## config.mk

```make
export PLATFORM = sky130hd
export DESIGN_NAME = dbs_ctrl
export DESIGN_NICKNAME = d
export VERILOG_FILES = /design/src/sv/dbs_pkg.sv /design/src/sv/dbs_ctrl.sv
export VERILOG_INCLUDE_DIRS = /design/src /design/src/sv
export SDC_FILE = /design/constraint.sdc
export NUM_CORES = 1
export LEC_CHECK = 0
export BUFFER_PORTS_ARGS = -buffer_cell sky130_fd_sc_hd__buf_2
export CORE_AREA = 4 4 41 43
export CTS_BUF_LIST = sky130_fd_sc_hd__clkbuf_8 sky130_fd_sc_hd__clkbuf_16
export DETAILED_ROUTE_END_ITERATION = 12
export DIE_AREA = 0 0 45 47
export PLACE_DENSITY_LB_ADDON = 0.2
export SETUP_SLACK_MARGIN = 0.02
export SLEW_MARGIN = 30
export SYNTH_ARGS = -nofsm -noshare
export SYNTH_HDL_FRONTEND = slang
export SYNTH_SLANG_ARGS = --single-unit
```

## constraint.sdc

```tcl
create_clock -name clk -period 1 [get_ports clk]
set_input_delay 0.05 -clock clk [delete_from_list [all_inputs] [get_ports clk]]
set_output_delay 0.05 -clock clk [all_outputs]
set_load 0.1 [all_outputs]
```

## src/sv/dram_bank_scheduler_frfcfs_unit_defines.svh

```systemverilog
// Assertion macros for the FR-FCFS bank scheduler.
// Depends on nothing; included by the modules that assert.
`ifndef DRAM_BANK_SCHEDULER_FRFCFS_UNIT_DEFINES_SVH
`define DRAM_BANK_SCHEDULER_FRFCFS_UNIT_DEFINES_SVH
`define DBS_ASSERT_IMPL(label, clk, rst_n, ante, cons) \
    label: assert property (@(posedge clk) disable iff (!rst_n) (ante) |-> (cons)) \
        else $error("assertion failed");
`define DBS_ASSERT_NEXT(label, clk, rst_n, ante, cons) \
    label: assert property (@(posedge clk) disable iff (!rst_n) (ante) |=> (cons)) \
        else $error("assertion failed");
`endif

```

## src/sv/dbs_pkg.sv

```systemverilog
// Package for the FR-FCFS bank scheduler: types, constants, codes.
// Depends on nothing.
`timescale 1ns / 1ps
package dbs_pkg;
    localparam int QUEUE_SLOTS_DEF = 64;
    localparam int NUM_BANKS = 8;
    localparam int NUM_ROWS_DEF = 8192;
    localparam int ROW_W = 13;
    localparam int COL_W = 10;
    localparam int BANK_W = 3;
    localparam int TGT_W = 27;
    localparam int TIME_W = 64;
    localparam int CFG_IDX_W = 3;
    localparam int CFG_DATA_W = 16;

    localparam logic [CFG_IDX_W-1:0] REG_KEEP_ROW = 3'd0;
    localparam logic [CFG_IDX_W-1:0] REG_T_RCD = 3'd1;
    localparam logic [CFG_IDX_W-1:0] REG_T_CL = 3'd2;
    localparam logic [CFG_IDX_W-1:0] REG_T_RAS = 3'd3;
    localparam logic [CFG_IDX_W-1:0] REG_T_RP = 3'd4;
    localparam logic [CFG_IDX_W-1:0] REG_T_BURST = 3'd5;
    localparam logic [CFG_IDX_W-1:0] REG_T_REFI = 3'd6;
    localparam logic [CFG_IDX_W-1:0] REG_T_RFC = 3'd7;

    typedef enum logic [2:0] {
        CMD_NONE = 3'd0, CMD_ACT = 3'd1, CMD_PRE = 3'd2, CMD_RD = 3'd3, CMD_WR = 3'd4
    } cmd_t;

    typedef enum logic [1:0] {
        MODE_IDLE = 2'd0, MODE_ACTIVE = 2'd1, MODE_PRE = 2'd2, MODE_REF = 2'd3
    } mode_t;

    typedef enum logic [2:0] {
        ST_IDLE, ST_SCAN, ST_ISSUE, ST_MOVE, ST_OUT
    } state_t;

    typedef struct packed {
        logic                  keep_row;
        logic [7:0]            t_rcd;
        logic [7:0]            t_cl;
        logic [7:0]            t_ras;
        logic [7:0]            t_rp;
        logic [7:0]            t_burst;
        logic [15:0]           t_refi;
        logic [11:0]           t_rfc;
    } cfg_t;

    // controller -> datapath
    typedef struct packed {
        logic accept;     // latch input item
        logic enq;        // write enqueue slot
        logic tick;       // bank timing update
        logic scan_start;
        logic scan_step;
        logic issue;      // evaluate pick
        logic move;       // copy head into freed slot
    } dp_cmd_t;

    // datapath -> controller
    typedef struct packed {
        logic is_enq;
        logic scan_done;
        logic need_move;
    } dp_sts_t;

    typedef struct packed {
        logic        kind;
        logic [31:0] addr;
        logic        is_write;
    } req_t;

    typedef struct packed {
        logic [2:0]        cmd;
        logic [BANK_W-1:0] cmd_bank;
        logic [ROW_W-1:0]  cmd_row;
        logic [COL_W-1:0]  cmd_col;
        logic [31:0]       latency;
        logic [7:0]        refresh_start_mask;
        logic [7:0]        refresh_precharge_mask;
        logic              queue_full;
        logic              dropped;
    } res_t;
endpackage

```

## src/sv/dbs_ctrl.sv

```systemverilog
// Sequencer of the FR-FCFS scheduler: accept, enqueue or scan, issue, move, output.
// Depends on dbs_pkg.
`timescale 1ns / 1ps
`include "dram_bank_scheduler_frfcfs_unit_defines.svh"
module dbs_ctrl (
    input  logic               clk,
    input  logic               rst_n,
    input  logic               in_valid,
    output logic               in_ready,
    output logic               out_valid,
    input  logic               out_ready,
    input  dbs_pkg::dp_sts_t   sts,
    output dbs_pkg::dp_cmd_t   cmd
);
    import dbs_pkg::*;

    state_t state_reg, state_next;

    always_ff @(posedge clk or negedge rst_n)
    begin
        if (!rst_n)
        begin
            state_reg <= ST_IDLE;
        end
        else
        begin
            state_reg <= state_next;
        end
    end

    always_comb
    begin
        state_next = state_reg;
        cmd = '0;
        in_ready = 1'b0;
        out_valid = 1'b0;
        unique case (state_reg)
            ST_IDLE:
            begin
                in_ready = 1'b1;
                if (in_valid)
                begin
                    cmd.accept = 1'b1;
                    state_next = ST_SCAN;
                end
            end
            ST_SCAN:
            begin
                if (sts.is_enq)
                begin
                    cmd.enq = 1'b1;
                    state_next = ST_OUT;
                end
                else
                begin
                    cmd.tick = 1'b1;
                    cmd.scan_start = 1'b1;
                    state_next = ST_ISSUE;
                end
            end
            ST_ISSUE:
            begin
                if (sts.scan_done)
                begin
                    cmd.issue = 1'b1;
                    state_next = ST_MOVE;
                end
                else
                begin
                    cmd.scan_step = 1'b1;
                end
            end
            ST_MOVE:
            begin
                if (sts.need_move)
                begin
                    cmd.move = 1'b1;
                end
                state_next = ST_OUT;
            end
            ST_OUT:
            begin
                out_valid = 1'b1;
                if (out_ready)
                begin
                    state_next = ST_IDLE;
                end
            end
            default: state_next = ST_IDLE;
        endcase
    end

    `DBS_ASSERT_NEXT(a_accept_scan, clk, rst_n, in_valid && in_ready, state_reg == ST_SCAN)
    `DBS_ASSERT_IMPL(a_no_overlap, clk, rst_n, out_valid, !in_ready)
    `DBS_ASSERT_NEXT(a_move_out, clk, rst_n, state_reg == ST_MOVE, state_reg == ST_OUT)
endmodule

```

; ---- Word level (Yosys, flattened, before mapping)
; Cells that the tools add are included.
[classes]
muxes = 17
n_eq_ne = 7
n_reduce_logical = 2
[op_table]
columns = operator, count
row1 = 2-to-1 mux 3 bit, 5
row2 = case mux 3 bit (5 select lines), 1
row3 = 2-to-1 mux 1 bit, 9
row4 = "== test 3 x 2 -> 1 bit, second input constant", 2
row5 = "!= test 2 bit, second input constant", 3
row6 = 2-to-1 mux 2 bit, 2
row7 = "== test 3 x 1 -> 1 bit, second input constant", 1
row8 = "== test 3 bit, second input constant", 1
row9 = logical NOT 3 bit, 1
row10 = AND reduction 3 bit, 1
[totals]
output_inout_bits = 9
wordCells = 27
in_bits = 7
register_bits = 3

; ---- Depth between registers and ports, before layout
[depth]
depth_word = 3
depth_mapped = 3
mapped_depth_nobuf = 2

; ---- Worst setup path before layout
; OpenSTA, ideal clock, no wires.
[synth_path]
path_type = register -> output
startpoint = register state_reg[1]
endpoint = output port cmd[6] (netlist bit)
path_stages_with_launch = 4
path_slack_ps = -2592
arrival_time_ps = 3542
path_buffers = 1
required_ps = 950
cell_sequence = dfrtp_1 -> buf_6 -> nor3_1 -> and2_1
[synth_rtl]
columns = element, line_no
row1 = from (decl), dbs_ctrl.sv:17  ; state_t state_reg, state_next;
row2 = from (signal assigned), dbs_ctrl.sv:27  ; state_reg <= state_next;
row3 = to (decl), dbs_ctrl.sv:13  ; output dbs_pkg::dp_cmd_t cmd

==> reports/qor.yml <==
synthesis:
  synth_top_area_frac: 0.357
  netlist_area_sq_um: 210
  synth.avg_cell_area_sq_um: 9.14
  synth_largest_area_cell: "dfrtp_1"
  yosysUniqueCellTypes: 16
  syn_inst: 23
  seq_area_frac_synth: 0.357
  synth-main-ff-cell: "dfrtp_1"
  ys_ff_latch: 3
  syn_nets: 30
  async_flop_share: 1.00
  synthTopCellsByArea: "dfrtp_1 36%, nor3_1 7.1%, nor2_2 6.0%, nor3b_2 6.0%, buf_6 5.4%"
  yosys_warnings: 0
  synth_common_cells: "3 x dfrtp_1, 3 x nor3_1, 2 x inv_1, 2 x nor2_1, 2 x nor2_2"
  synth-edff-count: 0
clock_tree:
  cts_buffer_depth: 2
  tritoncts: "yes"
  clock-sinks: 3
  cts_htree_levels: 1
  clk_latency_ps: 220
  cts_buffers: 3
  root_buffer: "clkbuf_8"
  clk_pin_slew_ps: 30
outcome:
  status: "complete, but fails checks"
  violations: "setup timing"
sta:
  period_share: 1.40
  setup-violations-final: 11
  slew_viol_final: 0
  slew_headroom: 0.826
  fin_skew_ps: 1.10
  min_period_ps: 1400
  rsz0062_at_grt: "yes"
  timing.fmax_ghz: 0.716
  finalHoldViolations: 0
  final.setup.tns_ps: -3100
  fin_hold_ws_ps: 95.4
  worst_pin_slew_ps: 261
  fin_ws_ps: -397
die:
  die_area_sq_um: 2120
  io_pins: 16
  die_h_microns: 47
  core.rowCount: 13
  start_util: 0.162
  die_x_microns: 45
  placeableCoreArea_sq_um: 1300
placement:
  gp_congestion: 0.620
  post-place-ws_ps: -160
  portBuffers: 15
  dpl-instance-area_sq_um: 542
  post-dp-hpwl_microns: 562
critical_path:
  criticalPathCategory: "reg -> out"
  cp_max_fo: 4
  endpoint_kind: "output pin"
  crit_buf_inv: 1
  cp.required_ps: 950
  critPathMaxStageDelay_ps: 430
  cp_cell_sequence: "or3b_4 -> nor2_4 -> buf_12"
  cp.arrival_ps: 1350
  slowest_stage: "or3b_4"
  critical_path.top_delay_family: "simple AND/OR/NAND/NOR gates"
  cp-start-kind: "register"
final_layout:
  drive_gt1_frac: 0.755
  area_growth_syn_to_layout_pct: 191
  diodes: 0
  fin_area_sq_um: 612
  final_nets: 57
  fillCellCount: 137
  largest_reg_flops: 3
route:
  wl_per_cell_microns: 10.6
  detail-route-antenna-nets: 0
  via_per_inst: 4.13
  drt-initial-drc-count: 1
  drt-total-wl_microns: 676
  vias: 264
  route.detailed.drc: 0
  drtPass1Iterations: 2
grt:
  grt_pass1_wl_microns: 1240
  grt_pass1_vias: 290
  grt_antenna_before_repair: 0
  grt_max_degree: 6
  grt.total_usage: 0.0856
  overflow: 0
flow_run:
  drv_cap: 0
hold_path:
  hold_class: "in -> reg"
## metal layers
layer | share of wire | wire (microns) | up-vias | GRT usage
met1 | 0.35 | 238 | 121 | 0.0851
met2 | 0.50 | 341 | 11 | 0.121
li1 | - | - | 129 | -
met3 | 0.12 | 78 | 3 | 0.0613
met4 | 0.028 | 19 | 0 | 0.0702
met5 | 0 | 0 | - | 0
## worst reg2reg max path, delay by kind of cell, from the launching register on
family                 cells  cell delay (ps)
buffers and inverters      2              320
and+or+nand+nor            1              250
DFF                        1              390
AOI/OAI and AO/OA          1              100
## cell families after synthesis
logic type / synth area share
flops: 0.357
compound gates: 0.0774
simple gates: 0.393
buf+inv: 0.125
mux: 0.0476
## path summary, 6_finish.rpt
check | depth (start not counted) | to | slack (ps) | start
max | 3 | cmd[1] | -400 | state_reg[2]
min | 2 | state_reg[1] | 100 | sts[2]
max reg2reg | 4 | state_reg[2] | -140 | state_reg[0]
min reg2reg | 2 | state_reg[0] | 610 | state_reg[0]
max in group asynchronous | 2 | state_reg[0] | 720 | rst_n
min in group asynchronous | 2 | state_reg[2] | 160 | rst_n
## repair_timing
action,4_1_cts,5_1_grt
hold buffers,1,0
buffers inserted,0,1
pin swaps,1,3
setup endpoints to repair,11,11
resized for setup,2,0
endpoints found under the hold margin,3,0
## cell type report
class / instances / area [sq um] / share of cell area
Clock buffer: 3 / 41.3 / 0.0675
Clock inverter: 1 / 3.75 / 0.00613
Inverter: 2 / 7.51 / 0.0123
Multi-Input combinational cell: 16 / 176 / 0.288
Sequential cell: 3 / 76.3 / 0.125
Tap cell: 15 / 18.8 / 0.0307
Timing Repair Buffer: 24 / 288 / 0.470
## layout by cell type (no fill, tap or decap)
cell | synthesis | routed
clkbuf_8 | 0 | 3
and2_4 | 0 | 1
mux2i_1 | 1 | 1
nand2b_4 | 0 | 1
buf_6 | 1 | 2
buf_4 | 1 | 6
inv_1 | 2 | 3
nor2_4 | 0 | 3
buf_2 | 0 | 6
o2bb2ai_1 | 1 | 1
nand2_1 | 1 | 1
o31ai_1 | 1 | 1
or3b_4 | 1 | 1
nor2_1 | 2 | 1
nor3_1 | 3 | 1
nor3_4 | 0 | 2
dfrtp_1 | 3 | 2
dlygate4sd3_1 | 0 | 1
buf_12 | 0 | 9
nor3b_4 | 0 | 2
dfrtp_2 | 0 | 1
## through the flow
| stage | utilization | std cells |
|---|---|---|
| final | 0.470 | 64 |
| after global routing | 0.470 | 64 |
| after floorplan | - | 23 |
| after CTS | 0.464 | 63 |
| after global placement | 0.416 | 58 |
| after detailed placement | 0.416 | 58 |
Power is not shown: default switching activity piles up to over one toggle a cycle in this logic, so the estimate is an artifact.
